==> config.mk <==
export PLATFORM = sky130hd
export DESIGN_NAME = altitude_hold_throttle_controller
export DESIGN_NICKNAME = d
export VERILOG_FILES = /design/src/sv/aht_pkg.sv /design/src/sv/altitude_hold_throttle_controller.sv /design/src/sv/aht_front.sv /design/src/sv/aht_back.sv
export SDC_FILE = /design/constraint.sdc
export NUM_CORES = 1
export LEC_CHECK = 0
export BUFFER_PORTS_ARGS = -buffer_cell sky130_fd_sc_hd__buf_2
export CORE_MARGIN = 8
export CORE_UTILIZATION = 45
export CTS_CLUSTER_DIAMETER = 100
export CTS_CLUSTER_SIZE = 16
export DETAILED_ROUTE_END_ITERATION = 12
export GPL_TIMING_DRIVEN = 1
export HOLD_SLACK_MARGIN = 0.1
export PLACE_DENSITY = 0.62
export SYNTH_ARGS = -nofsm -noshare
export SYNTH_HDL_FRONTEND = slang
export SYNTH_SLANG_ARGS = --single-unit
export TNS_END_PERCENT = 50
==> constraint.sdc <==
create_clock -name clk -period 10.2 [get_ports clk]
set_input_delay 1.53 -clock clk [delete_from_list [all_inputs] [get_ports clk]]
set_output_delay 1.53 -clock clk [all_outputs]
set_load 0.01 [all_outputs]
==> src/sv/aht_pkg.sv <==
// ----------------------------------------------------------------------------
// aht_pkg
// types and constants shared by the altitude hold throttle controller
// ----------------------------------------------------------------------------
`default_nettype none

package aht_pkg;

  localparam int THR_W       = 16;
  localparam int ALT_W       = 21;
  localparam int TGT_W       = 32;
  localparam int TGT_FRAC    = 9;
  localparam int ERR_W       = 24;
  localparam int PROD_W      = 32;
  localparam int CFG_IDX_W   = 3;
  localparam int CFG_DATA_W  = 16;
  localparam int IN_TDATA_W  = 40;
  localparam int OUT_TDATA_W = 24;

  localparam logic [CFG_IDX_W-1:0] REG_P_GAIN   = 3'd0;
  localparam logic [CFG_IDX_W-1:0] REG_ENG_MIN  = 3'd1;
  localparam logic [CFG_IDX_W-1:0] REG_ENG_MAX  = 3'd2;
  localparam logic [CFG_IDX_W-1:0] REG_ERR_MIN  = 3'd3;
  localparam logic [CFG_IDX_W-1:0] REG_ERR_MAX  = 3'd4;
  localparam logic [CFG_IDX_W-1:0] REG_CHG_MIN  = 3'd5;
  localparam logic [CFG_IDX_W-1:0] REG_CHG_MAX  = 3'd6;

  localparam logic signed [15:0] RST_P_GAIN  = 16'sd0;
  localparam logic signed [15:0] RST_ENG_MIN = 16'sd550;
  localparam logic signed [15:0] RST_ENG_MAX = 16'sd850;
  localparam logic signed [15:0] RST_ERR_MIN = -16'sd300;
  localparam logic [14:0]        RST_ERR_MAX = 15'd200;
  localparam logic signed [15:0] RST_CHG_MIN = -16'sd150;
  localparam logic [14:0]        RST_CHG_MAX = 15'd400;

  typedef enum logic [1:0] {
    EV_NONE    = 2'd0,
    EV_ENGAGE  = 2'd1,
    EV_RELEASE = 2'd2
  } ind_event_t;

  typedef struct packed {
    logic signed [15:0] p_gain;
    logic signed [15:0] eng_min;
    logic signed [15:0] eng_max;
    logic signed [15:0] err_min;
    logic [14:0]        err_max;
    logic signed [15:0] chg_min;
    logic [14:0]        chg_max;
  } cfg_t;

  typedef struct packed {
    logic signed [THR_W-1:0] thr;
    logic signed [THR_W-1:0] ref_thr;
    logic signed [15:0]      err;
    logic                    ctl;
    logic                    hold;
    ind_event_t              evt;
  } s1_t;

endpackage

`default_nettype wire

==> src/sv/altitude_hold_throttle_controller.sv <==
// an accepted input beat passes the input, front stage and result registers
// throughput: one beat per cycle unless stalled; the hold state loop closes in
// the front stage; result side stalls back up through the pipe, losing no beats
// reset (synchronous, rst_n low): hold off, switch history taken as on,
// reference throttle 0, registers to their defaults, pipe empty
// ----------------------------------------------------------------------------
// altitude_hold_throttle_controller
// altitude hold on barometric error with a q8.8 proportional correction
// ----------------------------------------------------------------------------
`default_nettype none

module altitude_hold_throttle_controller import aht_pkg::*; (
  input  wire logic                   clk,
  input  wire logic                   rst_n,
  input  wire logic                   cfg_we,
  input  wire logic [CFG_IDX_W-1:0]   cfg_index,
  input  wire logic [CFG_DATA_W-1:0]  cfg_wdata,
  input  wire logic                   in_tvalid,
  output logic                        in_tready,
  // throttle_cmd[15:0], altitude_cm[36:16], hold_switch[37], zero[39:38]
  input  wire logic [IN_TDATA_W-1:0]  in_tdata,
  output logic                        out_tvalid,
  input  wire logic                   out_tready,
  // throttle_out[15:0], hold_active[16], indicator_event[18:17], zero[23:19]
  output logic [OUT_TDATA_W-1:0]      out_tdata
);

  cfg_t                    cfg_r;
  logic                    out_free;
  logic                    s1_valid;
  s1_t                     s1;
  logic signed [THR_W-1:0] out_thr;
  logic                    out_hold;
  ind_event_t              out_evt;

  always_ff @(posedge clk) begin
    if (!rst_n) begin
      cfg_r.p_gain  <= RST_P_GAIN;
      cfg_r.eng_min <= RST_ENG_MIN;
      cfg_r.eng_max <= RST_ENG_MAX;
      cfg_r.err_min <= RST_ERR_MIN;
      cfg_r.err_max <= RST_ERR_MAX;
      cfg_r.chg_min <= RST_CHG_MIN;
      cfg_r.chg_max <= RST_CHG_MAX;
    end else if (cfg_we) begin
      case (cfg_index)
        REG_P_GAIN:  cfg_r.p_gain  <= cfg_wdata;
        REG_ENG_MIN: cfg_r.eng_min <= cfg_wdata;
        REG_ENG_MAX: cfg_r.eng_max <= cfg_wdata;
        REG_ERR_MIN: cfg_r.err_min <= cfg_wdata;
        REG_ERR_MAX: cfg_r.err_max <= cfg_wdata[14:0];
        REG_CHG_MIN: cfg_r.chg_min <= cfg_wdata;
        REG_CHG_MAX: cfg_r.chg_max <= cfg_wdata[14:0];
        default: ;
      endcase
    end
  end

  aht_front u_front (
    .clk       (clk),
    .rst_n     (rst_n),
    .cfg       (cfg_r),
    .in_tvalid (in_tvalid),
    .in_tready (in_tready),
    .in_thr    (in_tdata[15:0]),
    .in_alt    (in_tdata[36:16]),
    .in_sw     (in_tdata[37]),
    .out_free  (out_free),
    .s1_valid  (s1_valid),
    .s1        (s1)
  );

  aht_back u_back (
    .clk        (clk),
    .rst_n      (rst_n),
    .cfg        (cfg_r),
    .s1_valid   (s1_valid),
    .s1         (s1),
    .out_free   (out_free),
    .out_tvalid (out_tvalid),
    .out_tready (out_tready),
    .out_thr    (out_thr),
    .out_hold   (out_hold),
    .out_evt    (out_evt)
  );

  assign out_tdata = {5'b0, out_evt, out_hold, out_thr};

endmodule

`default_nettype wire

==> src/sv/aht_front.sv <==
// ----------------------------------------------------------------------------
// aht_front
// input register, hold state update and clamped altitude error
// ----------------------------------------------------------------------------
`default_nettype none

module aht_front import aht_pkg::*; (
  input  wire logic                    clk,
  input  wire logic                    rst_n,
  input  wire cfg_t                    cfg,
  input  wire logic                    in_tvalid,
  output logic                         in_tready,
  input  wire logic signed [THR_W-1:0] in_thr,
  input  wire logic signed [ALT_W-1:0] in_alt,
  input  wire logic                    in_sw,
  input  wire logic                    out_free,
  output logic                         s1_valid,
  output s1_t                          s1
);

  logic                    in_v_r;
  logic signed [THR_W-1:0] thr_r;
  logic signed [ALT_W-1:0] alt_r;
  logic                    sw_r;

  logic                    hold_r, hold_nxt;
  logic                    prev_r, prev_nxt;
  logic signed [THR_W-1:0] ref_r, ref_nxt;
  logic [TGT_W-1:0]        tgt_r, tgt_nxt;

  logic                    s1_v_r;
  s1_t                     s1_r, s1_nxt;

  logic                    adv1;
  logic                    take;
  logic signed [THR_W:0]   diff;
  logic [TGT_W-1:0]        tgt_sum;
  logic signed [ERR_W-1:0] tgt_cm;
  logic signed [ERR_W-1:0] err_raw;
  logic signed [ERR_W-1:0] err_lo;
  logic signed [ERR_W-1:0] err_hi;
  logic signed [15:0]      err_c;
  logic signed [15:0]      eng_min;
  logic signed [15:0]      eng_max;
  logic                    engage;

  assign adv1      = !s1_v_r || out_free;
  assign take      = in_v_r && adv1;
  assign in_tready = !in_v_r || adv1;
  assign s1_valid  = s1_v_r;
  assign s1        = s1_r;

  always_comb begin
    diff    = {thr_r[THR_W-1], thr_r} - {ref_r[THR_W-1], ref_r};
    tgt_sum = tgt_r + {{(TGT_W-THR_W-1){diff[THR_W]}}, diff};
    tgt_cm  = {{(ERR_W-TGT_W+TGT_FRAC){tgt_sum[TGT_W-1]}}, tgt_sum[TGT_W-1:TGT_FRAC]};
    err_raw = tgt_cm - {{(ERR_W-ALT_W){alt_r[ALT_W-1]}}, alt_r};
    err_lo  = {{(ERR_W-16){cfg.err_min[15]}}, cfg.err_min};
    err_hi  = {{(ERR_W-15){1'b0}}, cfg.err_max};
    if (err_raw < err_lo) begin
      err_c = cfg.err_min;
    end else if (err_raw > err_hi) begin
      err_c = {1'b0, cfg.err_max};
    end else begin
      err_c = err_raw[15:0];
    end
    eng_min = cfg.eng_min;
    eng_max = cfg.eng_max;
    engage  = !hold_r && sw_r && !prev_r && (thr_r >= eng_min) && (thr_r <= eng_max);
  end

  always_comb begin
    hold_nxt       = hold_r;
    ref_nxt        = ref_r;
    tgt_nxt        = tgt_r;
    prev_nxt       = sw_r;
    s1_nxt.thr     = thr_r;
    s1_nxt.ref_thr = ref_r;
    s1_nxt.err     = err_c;
    s1_nxt.ctl     = hold_r && sw_r;
    s1_nxt.evt     = EV_NONE;
    if (hold_r) begin
      if (sw_r) begin
        tgt_nxt = tgt_sum;
      end else begin
        hold_nxt   = 1'b0;
        s1_nxt.evt = EV_RELEASE;
      end
    end else if (engage) begin
      hold_nxt   = 1'b1;
      ref_nxt    = thr_r;
      tgt_nxt    = {{(TGT_W-ALT_W-TGT_FRAC){alt_r[ALT_W-1]}}, alt_r, {TGT_FRAC{1'b0}}};
      s1_nxt.evt = EV_ENGAGE;
    end
    s1_nxt.hold = hold_nxt;
  end

  always_ff @(posedge clk) begin
    if (!rst_n) begin
      in_v_r <= 1'b0;
    end else if (in_tready) begin
      in_v_r <= in_tvalid;
    end
  end

  always_ff @(posedge clk) begin
    if (in_tready && in_tvalid) begin
      thr_r <= in_thr;
      alt_r <= in_alt;
      sw_r  <= in_sw;
    end
  end

  always_ff @(posedge clk) begin
    if (!rst_n) begin
      hold_r <= 1'b0;
      prev_r <= 1'b1;
      ref_r  <= '0;
    end else if (take) begin
      hold_r <= hold_nxt;
      prev_r <= prev_nxt;
      ref_r  <= ref_nxt;
    end
  end

  // target has no reset, written on engage before any read
  always_ff @(posedge clk) begin
    if (take) begin
      tgt_r <= tgt_nxt;
    end
  end

  always_ff @(posedge clk) begin
    if (!rst_n) begin
      s1_v_r <= 1'b0;
    end else if (adv1) begin
      s1_v_r <= in_v_r;
    end
  end

  always_ff @(posedge clk) begin
    if (take) begin
      s1_r <= s1_nxt;
    end
  end

endmodule

`default_nettype wire

==> src/sv/aht_back.sv <==
// ----------------------------------------------------------------------------
// aht_back
// gain multiply, correction clamp, saturating add and result register
// ----------------------------------------------------------------------------
`default_nettype none

module aht_back import aht_pkg::*; (
  input  wire logic              clk,
  input  wire logic              rst_n,
  input  wire cfg_t              cfg,
  input  wire logic              s1_valid,
  input  wire s1_t               s1,
  output logic                   out_free,
  output logic                   out_tvalid,
  input  wire logic              out_tready,
  output logic signed [THR_W-1:0] out_thr,
  output logic                   out_hold,
  output ind_event_t             out_evt
);

  logic                     out_v_r;
  logic signed [THR_W-1:0]  thr_r, thr_nxt;
  logic                     hold_r;
  ind_event_t               evt_r;

  logic signed [15:0]       gain;
  logic signed [15:0]       err;
  logic signed [PROD_W-1:0] prod;
  logic signed [PROD_W-1:0] prod_adj;
  logic signed [PROD_W-1:0] lo256;
  logic signed [PROD_W-1:0] hi256;
  logic signed [15:0]       chg;
  logic signed [THR_W:0]    sum;

  assign out_free   = !out_v_r || out_tready;
  assign out_tvalid = out_v_r;
  assign out_thr    = thr_r;
  assign out_hold   = hold_r;
  assign out_evt    = evt_r;

  always_comb begin
    gain     = cfg.p_gain;
    err      = s1.err;
    prod     = gain * err;
    prod_adj = prod + (prod[PROD_W-1] ? 32'sd255 : 32'sd0);
    lo256    = {{(PROD_W-24){cfg.chg_min[15]}}, cfg.chg_min, 8'b0};
    hi256    = {{(PROD_W-23){1'b0}}, cfg.chg_max, 8'b0};
    if (prod < lo256) begin
      chg = cfg.chg_min;
    end else if (prod > hi256) begin
      chg = {1'b0, cfg.chg_max};
    end else begin
      chg = prod_adj[23:8];
    end
    sum = {s1.ref_thr[THR_W-1], s1.ref_thr} + {chg[15], chg};
    if (!s1.ctl) begin
      thr_nxt = s1.thr;
    end else if (sum[THR_W] != sum[THR_W-1]) begin
      thr_nxt = sum[THR_W] ? 16'sh8000 : 16'sh7fff;
    end else begin
      thr_nxt = sum[THR_W-1:0];
    end
  end

  always_ff @(posedge clk) begin
    if (!rst_n) begin
      out_v_r <= 1'b0;
    end else if (out_free) begin
      out_v_r <= s1_valid;
    end
  end

  always_ff @(posedge clk) begin
    if (out_free && s1_valid) begin
      thr_r  <= thr_nxt;
      hold_r <= s1.hold;
      evt_r  <= s1.evt;
    end
  end

endmodule

`default_nettype wire

======== Yosys cells after proc, flatten, opt, wreduce, memory -nomap -nowiden ========
Cells that the tools add are included.
Widths: inputs -> output; s select.
storage, ports and cells
  input port bits ......................... 64
  memory bits (read-only) ................. 0
  bits in latches ......................... 0
  memory bits (writable) .................. 0
  register bits ........................... 272
  word-level logic and storage cells ...... 91
  memories kept ........................... 0
operators by class
  $lt $le $gt $ge ......................... 6
  mux-type cells .......................... 17
  divide/modulo/power cells ............... 0
  bitwise gates (word level) .............. 1
  $mul .................................... 1
  equality and inequality tests ........... 8
  reductions and logical operators ........ 27
  shift operators ......................... 0
  $add $sub $neg .......................... 5
operators by type and width
  kind                number
  $mux 16             7
  $mux 32             3
  $add 32x32->32      1
  $gt 32x24->1        1
  $lt 32x24->1        1
  $mul 16x16->32      1
  $add 24x24->24      1
  $gt 24x16->1        1
  $lt 24x16->1        1
  $sub 23x21->24      1
  $add 16x16->17      1
  $sub 16x16->17      1
  $ge 16x16->1        1
  $le 16x16->1        1
  $reduce_and 2->1    7
  $eq 3x3->1 const B  3
  $logic_and 1x1->1   8
  $mux 8              1
  $eq 3x2->1 const B  2
  $reduce_and 3->1    2
  $logic_not 1->1     5
  $mux 1              4
  $mux 2              2
  $eq 3x1->1 const B  1
  6 further kinds     8

======== Depth between registers and ports, before layout ========
Gate-level depths: netlist (run 1).
  depth in word-level cells ............... 9
  mapped depth ............................ 50

======== By module ========
From an unflattened synthesis (run 1), not the netlist that was laid out.
unflattened totals
  cells, all modules ...................... 3030
  area total of the unflattened synthesis .. 28195.8 µm²
by module, submodules not included
  module                             area an instance (µm²)  cells an instance  sequential area each (µm²)  instances
  aht_back                           13563.0                 1565               590.6                       1
  aht_front                          10396.2                 1059               4063.9                      1
  altitude_hold_throttle_controller  4236.6                  406                2202.1                      1

======== Worst setup path after synthesis (run 1) ========
No wires, ideal clock.
  path kind ............................... reg2reg
  from .................................... register cfg_r[109] (netlist bit)
  to ...................................... register u_back.thr_r[10], in the netlist u_back.out_thr[10], data pin
  setup time .............................. 0.261 ns
  stages on the path, launching flop included .. 45
  slack ................................... -0.827 ns
  arrival time ............................ 10.766 ns
  period minus slack after synthesis ...... 11.027 ns
  path through ............................ dfxtp_1 > clkbuf_1 > nand2_1 > fa_1 > inv_1 > fa_1 > inv_1 > fa_1 > fa_1 > inv_1 > fa_1 > inv_1 > fa_1 > inv_1 > ha_1 > a211o_1 > a211oi_1 > a21o_1 > [... 9 more ...] > clkbuf_1 > buf_2 > a22oi_1 > o21ai_1 > ha_1 > fa_1 > a21o_1 > a21o_1 > a21oi_1 > o21ai_0 > nand2_1 > o2111ai_1 > a21oi_1 > o21bai_1 > a41o_1 > and3_1 > clkbuf_1 > a221o_1
on the way
  word-level cells in the longest chain between the ends .. 9
ends and longest elaborated chain
  what                                          line                                     text
  start: declaration                            altitude_hold_throttle_controller.sv:28  cfg_t cfg_r;
  $mul 16x16->32 *                              aht_back.sv:44                           prod = gain * err;
  $mux 8                                        aht_back.sv:45                           prod_adj = prod + (prod[PROD_W-1] ? 32'sd255 : 32'sd0);
  $add 24x24->24                                aht_back.sv:45
  $mux 16                                       aht_back.sv:50                           end else if (prod > hi256) begin
  $mux 16 *                                     aht_back.sv:48                           if (prod < lo256) begin
  $add 16x16->17 *                              aht_back.sv:55                           sum = {s1.ref_thr[THR_W-1], s1.ref_thr} + {chg[15], chg};
  $mux 16 / $ne 1x1->1 (equally long branches)  aht_back.sv:59, aht_back.sv:58
  $mux 16 *                                     aht_back.sv:58                           end else if (sum[THR_W] != sum[THR_W-1]) begin
  $mux 16 *                                     aht_back.sv:56                           if (!s1.ctl) begin
  named net u_back.thr_nxt[10]                  aht_back.sv:22                           logic signed [THR_W-1:0] thr_r, thr_nxt;
  end signal: assignment                        aht_back.sv:75                           thr_r <= thr_nxt;
  end: declaration                              aht_back.sv:22
The timed path passes the listed nets; every way through them passes the cells marked *.
A chain may end at the register's enable or synchronous reset.

======== Worst setup path after layout (run 1) ========
  from .................................... register u_front.s1_r, in the netlist u_front.s1[8]
  to ...................................... register u_back.thr_r[10], in the netlist u_back.out_thr[10], data pin
on the way
  word-level cells in the longest chain between the ends .. 9
ends and longest elaborated chain
  what                                          line                            text
  start: declaration                            aht_front.sv:32                 s1_t s1_r, s1_nxt;
  start signal: assignment                      aht_front.sv:143                s1_r <= s1_nxt;
  $mul 16x16->32 *                              aht_back.sv:44
  $mux 8                                        aht_back.sv:45
  $add 24x24->24                                aht_back.sv:45
  $mux 16                                       aht_back.sv:50
  $mux 16 *                                     aht_back.sv:48
  $add 16x16->17 *                              aht_back.sv:55
  $mux 16 / $ne 1x1->1 (equally long branches)  aht_back.sv:59, aht_back.sv:58
  $mux 16 *                                     aht_back.sv:58
  $mux 16 *                                     aht_back.sv:56
  named net u_back.thr_nxt[10]                  aht_back.sv:22
Marks and branches as above.

==> summary.md, run 1 <==
| Metric | Value |
|---|---|
| Max incr delay on CP | `0.54 ns` |
| Register clock-pin slew on the reported worst setup and hold paths | `0.08 ns` |
| Start point of the worst hold path | `u_front.s1[1]` |
| Critical path arrival | `roughly 11 ns` |
| Pre-CTS WS | `-1.09 ns` |
| Syn. warnings | `0` |
| Detail Route Antenna Nets | `0` |
| Crit Path Class | `reg -> reg` |
| Initial antenna violation count | `6` |
| Core Box Area | `slightly above 60,000 um^2` |
| First DRT Iteration DRCs | `1,445` |
| CTS root buffer | `clkbuf_16` |
| Post-DP HPWL | `61,300 um` |
| Worst R2R Setup Slack | `-0.49 ns` |
| Post-synth ARST share | `0` |
| Cell family with most CP delay | `adder cells` |
| Area growth syn-to-layout | `19.3%` |
| Final Setup Violations | `16` |
| PD cells | `244 nW/um^2` |
| Max Cap Viol | `0` |
| Clk buf depth | `3` |
| CP endpoint kind | `flip-flop` |
| Violated checks | `negative setup slack` |
| Worst-Skew Late Latency | `0.55 ns` |
| Reg-to-reg startpoint | `u_front.s1[8]` |
| CTS buffer count | `21` |
| Hold_buf cts | `0` |
| CTS H-tree lvls | `1` |
| Peak Freq | `~0.094 GHz` |
| Dominant cell type by area after synthesis | `fa_1` |
| Crit Path Max Fanout | `7` |
| Final WL | `77,500 um` |
| Hold Crit Class | `reg -> reg` |
| Vias in the first global route | `around 24,000` |
| Max rail drop VDD | `0.183 mV` |
| Rows | `91` |
| Status | `complete, but fails checks` |
| CTS tree | `yes` |
| Main synth FF type | `edfxtp_1` |
| Lkg Pwr | `approximately 15 nW` |
| Routed via count | `22,700` |
| Sequential share of the synthesized area | `0.247` |
| Largest net degree at the start of global routing | `between 100 and 150` |
| Worst Setup Start Kind | `flip-flop` |
| Setup WS post-layout | `-0.486 ns` |
| First-pass GRT wire length | `about 120,000 um` |
| Fraction of layout cells with a size suffix above 1 | `0.189` |
| Routability cong. | `approximately 0.9` |
| Setup Skew | `between 0.03 and 0.04 ns` |
| Global route overflow | `0` |
| WL per Instance | `approximately 19 um` |
| Die Y-Extent | `roughly 260 um` |
| Vias per cell | `roughly 5.4` |
| Crit-path slowest cell | `fa_1` |
| EDFF count, synth | `141` |
| Worst Path Buf+Inv | `5` |
| Synth unique cells | `slightly above 100` |
| Actual slew at the worst max-slew pin | `about 1.2 ns` |
| Hold depth | `0` |
| Synth top area cells | `fa_1, edfxtp_1, ha_1` |
| DIE WIDTH | `~260 um` |
| DRC errors left | `0` |
| Aggregate global-route resource usage | `0.220` |
| Cell Area, Synth | `approximately 28,000 um^2` |
| IO Pins | `90` |
| RR Endpoint | `u_back.out_thr[10]` |
| Critical Path RT | `roughly 11 ns` |
| Final period utilization | `1.05` |
| End of the worst hold path | `u_back.out_evt[1]` |
| Post-Synthesis Cells | `between 3,000 and 4,000` |
| Pwr Total | `8.11 mW` |
| Flops & latches, synth | `272` |
| Starting Density | `0.453` |
| Slew headroom | `0.207` |
| RSZ-0062 raised after global routing | `true` |
| Nets | `slightly below 4,000` |
| DRT Pass-1 Iters | `5` |
| Post-synth top area share | `0.192` |
| Worst R2R Path Depth | `42` |
| Endpoints failing hold | `0` |
| Max Slew Vio Count | `0` |
| Input/output buffers | `82` |
| # clock sinks | `about 270` |
| Avg Inst Size Synth | `9.22 um^2` |
| Die ar. | `between 60,000 and 70,000 um^2` |
| Most used cell along the critical path | `a21o_1` |
| Period minus WS final | `~11 ns` |
[kinds of logic after synthesis]
group                    synth area share
AO/OA/AOI/OAI                       0.160
XOR/XNOR                           0.0350
adder cells (fa/ha/maj)             0.317
buffers and inverters              0.0761
flip-flops                          0.247
multiplexers                       0.0125
other                            0.000135
AND/OR/NAND/NOR                     0.153
[flip-flops by register name (all words and copies together) (netlist names)]
register	flops
cfg_r	110
u_front.s1	52
u_front.tgt_r	32
u_front.alt_r	21
u_back.out_thr	16
u_front.ref_r	16
u_front.thr_r	16
u_back.out_evt	2
u_back.out_hold	1
u_back.out_tvalid	1
u_front.hold_r	1
u_front.in_v_r	1
u_front.prev_nxt	1
u_front.prev_r	1
u_front.s1_valid	1
[what timing repair did]
| item | CTS | global route |
|---|---|---|
| gates resized for setup | 100 | 32 |
| endpoints found under the hold margin | 0 | 0 |
| cloned | 2 | 1 |
| endpoints found under the setup margin | 16 | 31 |
| buffers inserted | 25 | 10 |
| pin swaps | 46 | 22 |
[cell usage after synthesis (5+ instances only)]
master / instances
a2111o_1: 5
a211oi_1: 9
a21boi_0: 82
a21o_1: 55
a21oi_1: 106
a221o_1: 15
a221oi_1: 5
a22oi_2: 9
a311o_1: 5
a31oi_1: 19
and2_1: 130
and3_1: 22
and4_1: 6
buf_2: 8
buf_4: 7
clkbuf_1: 84
dfxtp_1: 131
edfxtp_1: 141
fa_1: 266
ha_1: 278
inv_1: 446
mux2_2: 13
mux2i_1: 20
nand2_1: 405
nand2b_1: 24
nand3_1: 39
nand4_1: 28
nor2_1: 131
nor2b_1: 39
nor3_1: 34
nor4_1: 6
o2111ai_1: 5
o211ai_1: 50
o21a_1: 41
o21ai_0: 81
o21ai_1: 25
o21bai_1: 11
o221a_1: 12
o22ai_1: 5
o31ai_1: 7
xnor2_1: 79
xor2_1: 32
[layout by cell type (no fill, tap or decap), types with 37 or more instances in the layout]
| master | netlist | final |
|---|---|---|
| inv_1 | 446 | 437 |
| nand2_1 | 405 | 399 |
| buf_4 | 7 | 315 |
| fa_1 | 266 | 259 |
| ha_1 | 278 | 257 |
| edfxtp_1 | 141 | 141 |
| nor2_1 | 131 | 127 |
| dfxtp_1 | 131 | 125 |
| and2_1 | 130 | 122 |
| a21oi_1 | 106 | 98 |
| a21boi_0 | 82 | 81 |
| buf_2 | 8 | 81 |
| o21ai_0 | 81 | 76 |
| xnor2_1 | 79 | 75 |
| a21o_1 | 55 | 55 |
| o211ai_1 | 50 | 50 |
| o21a_1 | 41 | 41 |
| nor2b_1 | 39 | 38 |
| nand3_1 | 39 | 37 |
[power breakdown]
| group | switching, mW | internal (mW) | total (mW) |
|---|---|---|---|
| Sequential | 0.0538 | 1.27 | 1.33 |
| Clock | 0.416 | 0.399 | 0.814 |
| Combinational | 3.11 | 2.85 | 5.97 |
[per-stage QoR]
stage          TNS (ns)   util  instance area (um^2)  hold WS (ns)  std cells
3_3_place_gp     -13.46  0.514                 31500         0.417       4099
5_1_grt          -13.16  0.540                 33200         0.437       4177
6_report          -7.37  0.540                 33200         0.432       4179
3_5_place_dp     -16.68  0.514                 31500         0.418       4099
4_1_cts           -6.43  0.536                 32900         0.436       4164
2_1_floorplan         0      -                 28000         0.400       3018
[area by class of cell]
class	instances	area, um^2
Multi-Input combinational cell	2197	19600
Clock buffer	35	588
Antenna cell	4	10.0
Sequential cell	272	6870
Inverter	448	1690
Fill cell	5466	28200
Timing Repair Buffer	430	3380
Clock inverter	3	26.3
Tap cell	790	988
[worst max path at each step]
stage | cells after the start | endpoint | slack [ns] | startpoint
after detailed placement | 43 | u_back.out_thr[10] | -1.09 | u_front.s1[8]
after global routing | 40 | u_back.out_thr[2] | -0.86 | u_front.s1[9]
after floorplan | 41 | u_back.out_thr[6] | 0.007 | cfg_r[102]
after CTS | 42 | u_back.out_thr[2] | -0.45 | u_front.s1[8]
after global placement | 43 | u_back.out_thr[10] | -0.88 | u_front.s1[8]
final | 42 | u_back.out_thr[10] | -0.49 | u_front.s1[8]
[layer usage]
layer,routed length (um),track usage,vias to the layer above
met5,0,0,-
met4,2320,0.0604,0
met3,4010,0.0292,125
met2,37800,0.388,535
met1,33400,0.281,11200
li1,-,-,10900
(Power assumes the default switching activity.)
==> inputs of run 2 (changes only) <==
Settings changed: CORE_UTILIZATION 45 to 59, GPL_TIMING_DRIVEN 1 to unset, PLACE_DENSITY 0.62 to 0.79.
==> run 2 against run 1 <==
Against the previous run: critical endpoint is now u_back.out_thr[4]; the flow still finishes with violations (negative setup slack); flip-flop and latch count unchanged; final cell count fell by 4.7%; largest cell class unchanged; non-clock buffer count decreased by 11.
==> summary.md, run 2 (synthesis gave the netlist of run 1 again) <==
| Metric | Value |
|---|---|
| CTS buffer count | `21` |
| First-pass GRT wire length | `125,000 um` |
| Input/output buffers | `82` |
| Most frequent cells in the layout | `inv_1, nand2_1, buf_4, fa_1, ha_1` |
| Setup WS post-layout | `-0.679 ns` |
| Finished Cell Area | `about 33,000 um^2` |
| PD cells | `between 200 and 250 nW/um^2` |
| Die ar. | `54,300 um^2` |
| Vias per cell | `between 5 and 6` |
| Most common cell after layout, fill and taps aside | `inv_1` |
| Aggregate global-route resource usage | `0.285` |
| Violated checks | `negative setup slack` |
| Slew headroom | `0.228` |
| Crit Path Class | `reg -> reg` |
| Lkg Pwr | `14.8 nW` |
| Crit Path Max Fanout | `7` |
| Hold Crit Class | `reg -> reg` |
| Core Box Area | `46,600 um^2` |
| Rows | `79` |
| WL per Instance | `19.7 um` |
| Largest net degree at the start of global routing | `approximately 120` |
| Register clock-pin slew on the reported worst setup and hold paths | `~0.07 ns` |
| CTS H-tree lvls | `1` |
| Metal3 WL | `approximately 4600 um` |
| Nets | `around 4,000` |
| WL met2 | `roughly 39,000 um` |
| CP endpoint kind | `flip-flop` |
| Cell Area, Placed | `31,100 um^2` |
| Reg area | `6870 um^2` |
| Top sig layer | `met5` |
| Status | `complete, but fails checks` |
| Detail Route Antenna Nets | `0` |
| Crit-path slowest cell | `fa_1` |
| Worst-Skew Late Latency | `0.54 ns` |
| Multi-input gate area | `19,500 um^2` |
| Filler instances | `roughly 3,500` |
| Largest register FFs | `110` |
| Endpoints failing hold | `0` |
| Critical Path RT | `10.49 ns` |
| RSZ-0062 raised after global routing | `true` |
| Met1 wire length | `31,500 um` |
| Largest Register | `cfg_r` |
| Vias in the first global route | `approximately 25,000` |
| # clock sinks | `272` |
| Final period utilization | `1.07` |
| Max Slew Vio Count | `0` |
| CTS tree | `yes` |
| Area growth syn-to-layout | `17.6%` |
| Fraction of layout cells with a size suffix above 1 | `0.185` |
| DP Cell Count | `3,905` |
| Hold slack | `roughly 0.43 ns` |
| Global route overflow | `0` |
| Post-DP HPWL | `slightly above 60,000 um` |
| Finished Layout Cells | `about 4,000` |
| Initial antenna violation count | `3` |
| Starting Density | `0.597` |
| Max incr delay on CP | `0.57 ns` |
| Final design utilization | `0.702` |
| Final TNS setup | `-9.84 ns` |
| DRC errors left | `0` |
| Routed via count | `23,300` |
| First DRT Iteration DRCs | `1,631` |
| Final Setup Violations | `16` |
| Actual slew at the worst max-slew pin | `1.16 ns` |
| Setup Skew | `0.0245 ns` |
| Max Cap Viol | `0` |
| Final WL | `~78,000 um` |
| Die Y-Extent | `roughly 230 um` |
| DIE WIDTH | `233 um` |
| Hold_buf cts | `0` |
| CTS root buffer | `clkbuf_16` |
| Clk buf depth | `3` |
| Routability cong. | `around 1` |
| DRT Pass-1 Iters | `6` |
| Worst Setup Start Kind | `flip-flop` |
| Critical path arrival | `~11 ns` |
| Peak Freq | `just over 0.09 GHz` |
| Max rail drop VDD | `roughly 0.24 mV` |
| Period minus WS final | `10.88 ns` |
| IO Pins | `90` |
[run 2: cell types whose count changed in the layout (fill, tap and decap cells not counted), sizes merged]
cell / change
diode: -3
buf: -10
inv: -1
[run 2: where the power goes]
group	leakage [nW]	internal (mW)	switching (mW)
clock	0.288	0.394	0.411
combinational	12.1	2.76	3.10
sequential	2.40	1.27	0.0542
[run 2: repair_timing]
action                                  in CTS  in global routing
setup buffers                               20                 18
resized for setup                           68                 76
endpoints found under the setup margin      16                 31
cloned                                       2                  1
pin swaps                                   38                 54
endpoints found under the hold margin        0                  0
[run 2: per-layer routing]
metal / up-vias / track usage
li1: 10800 / -
met1: 11500 / 0.350
met2: 822 / 0.501
met3: 209 / 0.0412
met4: 4 / 0.110
met5: - / 0
[run 2: area by class of cell]
cell class	instances	share of cell area
antenna	1	0.0000765
multi-input combinational	2197	0.598
tap	607	0.0232
sequential	272	0.210
clock buffer	36	0.0178
timing repair buffer	419	0.0987
inverter	448	0.0516
clock inverter	2	0.000765
[run 2: critical path: cells and delay by family (launching register included)]
family / cells / cell delay (ns)
and+or+nand+nor: 7 / 1.54
xor gates and xnor gates: 1 / 0.17
muxes: 1 / 0.28
DFF: 1 / 0.43
buffers and inverters: 12 / 1.32
AOI/OAI and AO/OA: 18 / 3.21
adders and majority gates: 9 / 3.62
[run 2: metrics by stage]
| stage | total power [mW] | setup slack (ns) |
|---|---|---|
| after global placement | 6.42 | -0.622 |
| after detailed placement | 6.59 | -0.830 |
| after CTS | 7.68 | -0.587 |
| final | 7.99 | -0.679 |
| after floorplan | 4.60 | 0.00684 |
| after global routing | 8.50 | -1.03 |
[run 2: path summary, 6_finish.rpt]
kind	to	start	slack (ns)	depth (start not counted)
setup reg to reg	u_back.out_thr[4]	u_front.s1[10]	-0.68	48
hold reg to reg	u_back.out_hold	u_front.s1[2]	0.43	0
hold / removal	u_back.out_hold	u_front.s1[2]	0.43	0
setup / recovery	u_back.out_thr[4]	u_front.s1[10]	-0.68	48
==> inputs of run 3 (changes only) <==
Settings changed: CORE_UTILIZATION 59 to 60, CTS_BUF_LIST set to sky130_fd_sc_hd__clkbuf_4, PLACE_DENSITY 0.79 to 0.8.
==> run 3 against run 2 <==
Against the previous run: the run still ends with negative setup slack left; sequential share of layout area increased by 0.22 points; clock power decreased by 29%; power decreased by 1.2%; largest cell class unchanged; largest power group unchanged.
==> summary.md, run 3 (synthesis gave the netlist of run 1 again) <==
| Metric | Value |
|---|---|
| Status | `complete, but fails checks` |
| Violated checks | `negative setup slack` |
| Period minus WS final | `approximately 11 ns` |
| Global route overflow | `0` |
| Sw Pwr | `~3.6 mW` |
| Final design utilization | `0.701` |
| DP Cell Count | `between 3,000 and 4,000` |
| Register clock-pin slew on the reported worst setup and hold paths | `between 0.15 and 0.2 ns` |
| Setup WS post-layout | `-0.638 ns` |
| Critical path arrival | `approximately 11 ns` |
| Post-DP HPWL | `60,400 um` |
| Worst Setup Start Kind | `flip-flop` |
| Crit Path Class | `reg -> reg` |
| CTS H-tree lvls | `1` |
| DRC errors left | `0` |
| Sequential Power Share | `0.168` |
| Lkg Pwr | `14.7 nW` |
| Crit-path slowest cell | `fa_1` |
| Final period utilization | `1.06` |
| Largest register FFs | `110` |
| Max incr delay on CP | `approximately 0.56 ns` |
| WL per Instance | `19.4 um` |
| Actual slew at the worst max-slew pin | `roughly 1.2 ns` |
| Finished Layout Cells | `3,982` |
| CTS tree | `yes` |
| Most frequent cells in the layout | `inv_1, nand2_1, buf_4, fa_1, ha_1` |
| Final WL | `77,400 um` |
| Max Slew Vio Count | `0` |
| Max Cap Viol | `0` |
| # clock sinks | `~270` |
| Most used cell along the critical path | `fa_1` |
| Die ar. | `53,500 um^2` |
| DIE WIDTH | `roughly 230 um` |
| Sw Ratio | `0.452` |
| Fraction of layout cells with a size suffix above 1 | `0.186` |
| Hold depth | `0` |
| Setup Skew | `~0.06 ns` |
| Slew headroom | `0.190` |
| Endpoints failing hold | `0` |
| Worst-Skew Late Latency | `approximately 0.78 ns` |
| Hold slack | `about 0.45 ns` |
| Met2 Usage GRT | `0.508` |
| Grt met1 use | `0.351` |
| Die Y-Extent | `approximately 230 um` |
| Reg-to-reg startpoint | `u_front.s1[10]` |
| Detail Route Antenna Nets | `0` |
| Most common cell after layout, fill and taps aside | `inv_1` |
| Aggregate global-route resource usage | `0.286` |
| Finished Cell Area | `between 30,000 and 40,000 um^2` |
| Start point of the worst hold path | `u_front.s1[2]` |
| DRT Pass-1 Iters | `8` |
| First-pass GRT wire length | `124,000 um` |
| Starting Density | `0.602` |
| Pre-CTS WS | `-0.858 ns` |
| Area growth syn-to-layout | `16.4%` |
| IO Pins | `90` |
| Vias in the first global route | `~25,000` |
| RSZ-0062 raised after global routing | `true` |
| Int Power | `4.32 mW` |
| Clock share of power | `0.072` |
| Rows | `about 80` |
| Crit Path Max Fanout | `7` |
| Nets | `3,965` |
| Routed via count | `23,400` |
| CP endpoint kind | `flip-flop` |
| Vias per cell | `roughly 5.9` |
| Crit path from | `u_front.s1[10]` |
| CTS buffer count | `21` |
| Input/output buffers | `82` |
| Cell Area, Placed | `31,000 um^2` |
| Final Setup Violations | `16` |
| Hold Crit Class | `reg -> reg` |
| Clk buf depth | `3` |
| Grt peak-use layer | `met2` |
| Met3 usage | `0.0375` |
| Critical Path RT | `roughly 11 ns` |
| Filler instances | `approximately 3,400` |
| Core Box Area | `~46,000 um^2` |
| Initial antenna violation count | `6` |
| First DRT Iteration DRCs | `1,794` |
| Largest Register | `cfg_r` |
| CTS root buffer | `clkbuf_4` |
| Worst R2R Path Depth | `42` |
| Comb power frac | `0.759` |
| Largest net degree at the start of global routing | `roughly 130` |
| Routability cong. | `roughly 1` |
| Max rail drop VDD | `0.287 mV` |
| Peak Freq | `just over 0.09 GHz` |
| PD cells | `around 240 nW/um^2` |
[run 3: metrics by stage]
| stage | TNS, ns | total power [mW] |
|---|---|---|
| final | -9.14 | 7.89 |
| after detailed placement | -12.84 | 6.61 |
| after global routing | -13.67 | 8.42 |
| after CTS | -7.02 | 7.59 |
| after global placement | -9.48 | 6.44 |
| after floorplan | 0 | 4.60 |
[run 3: area by class of cell]
type / instances / area [um^2] / area share
clock buffers: 34 / 255 / 0.00789
well taps: 607 / 759 / 0.0235
multi-input cells: 2197 / 19600 / 0.606
diodes: 3 / 7.51 / 0.000232
clock inverters: 4 / 72.6 / 0.00224
flip-flops and latches: 272 / 6860 / 0.212
repair buffers: 417 / 3110 / 0.0962
inverters: 448 / 1690 / 0.0521
[run 3: path summary, 6_finish.rpt]
check	endpoint	slack, ns
setup / recovery	u_back.out_thr[5]	-0.64
hold / removal	u_back.out_hold	0.45
setup reg to reg	u_back.out_thr[5]	-0.64
hold reg to reg	u_back.out_hold	0.45
[run 3: critical path: cells and delay by family (launching register included)]
family / cells / cell delay (ns)
adder cells (fa/ha/maj): 9 / 3.93
AND/OR/NAND/NOR: 8 / 1.77
buffers and inverters: 7 / 0.87
AO/OA/AOI/OAI: 17 / 3.26
multiplexers: 1 / 0.34
flip-flops: 1 / 0.45
[run 3: power groups by stage]
stage,Clock [mW],Sequential [mW],Combinational (mW)
6_report,0.570,1.33,5.99
5_1_grt,0.616,1.33,6.47
4_1_cts,0.581,1.33,5.68
3_5_place_dp,0,1.35,5.26
3_3_place_gp,0,1.35,5.10
2_1_floorplan,0,1.34,3.26
[run 3: timing repair]
item,in CTS,in global routing
gates cloned,2,3
setup endpoints to repair,16,30
setup buffers,28,10
hold buffers,0,0
pin swaps,59,39
gates resized for setup,71,51
[run 3: per-layer routing]
layer  wire length (um)  vias to the layer above
met3               5260                      253
met4               3410                        8
met2              38000                      897
li1                   -                    10800
met5                 50                        -
met1              30700                    11400
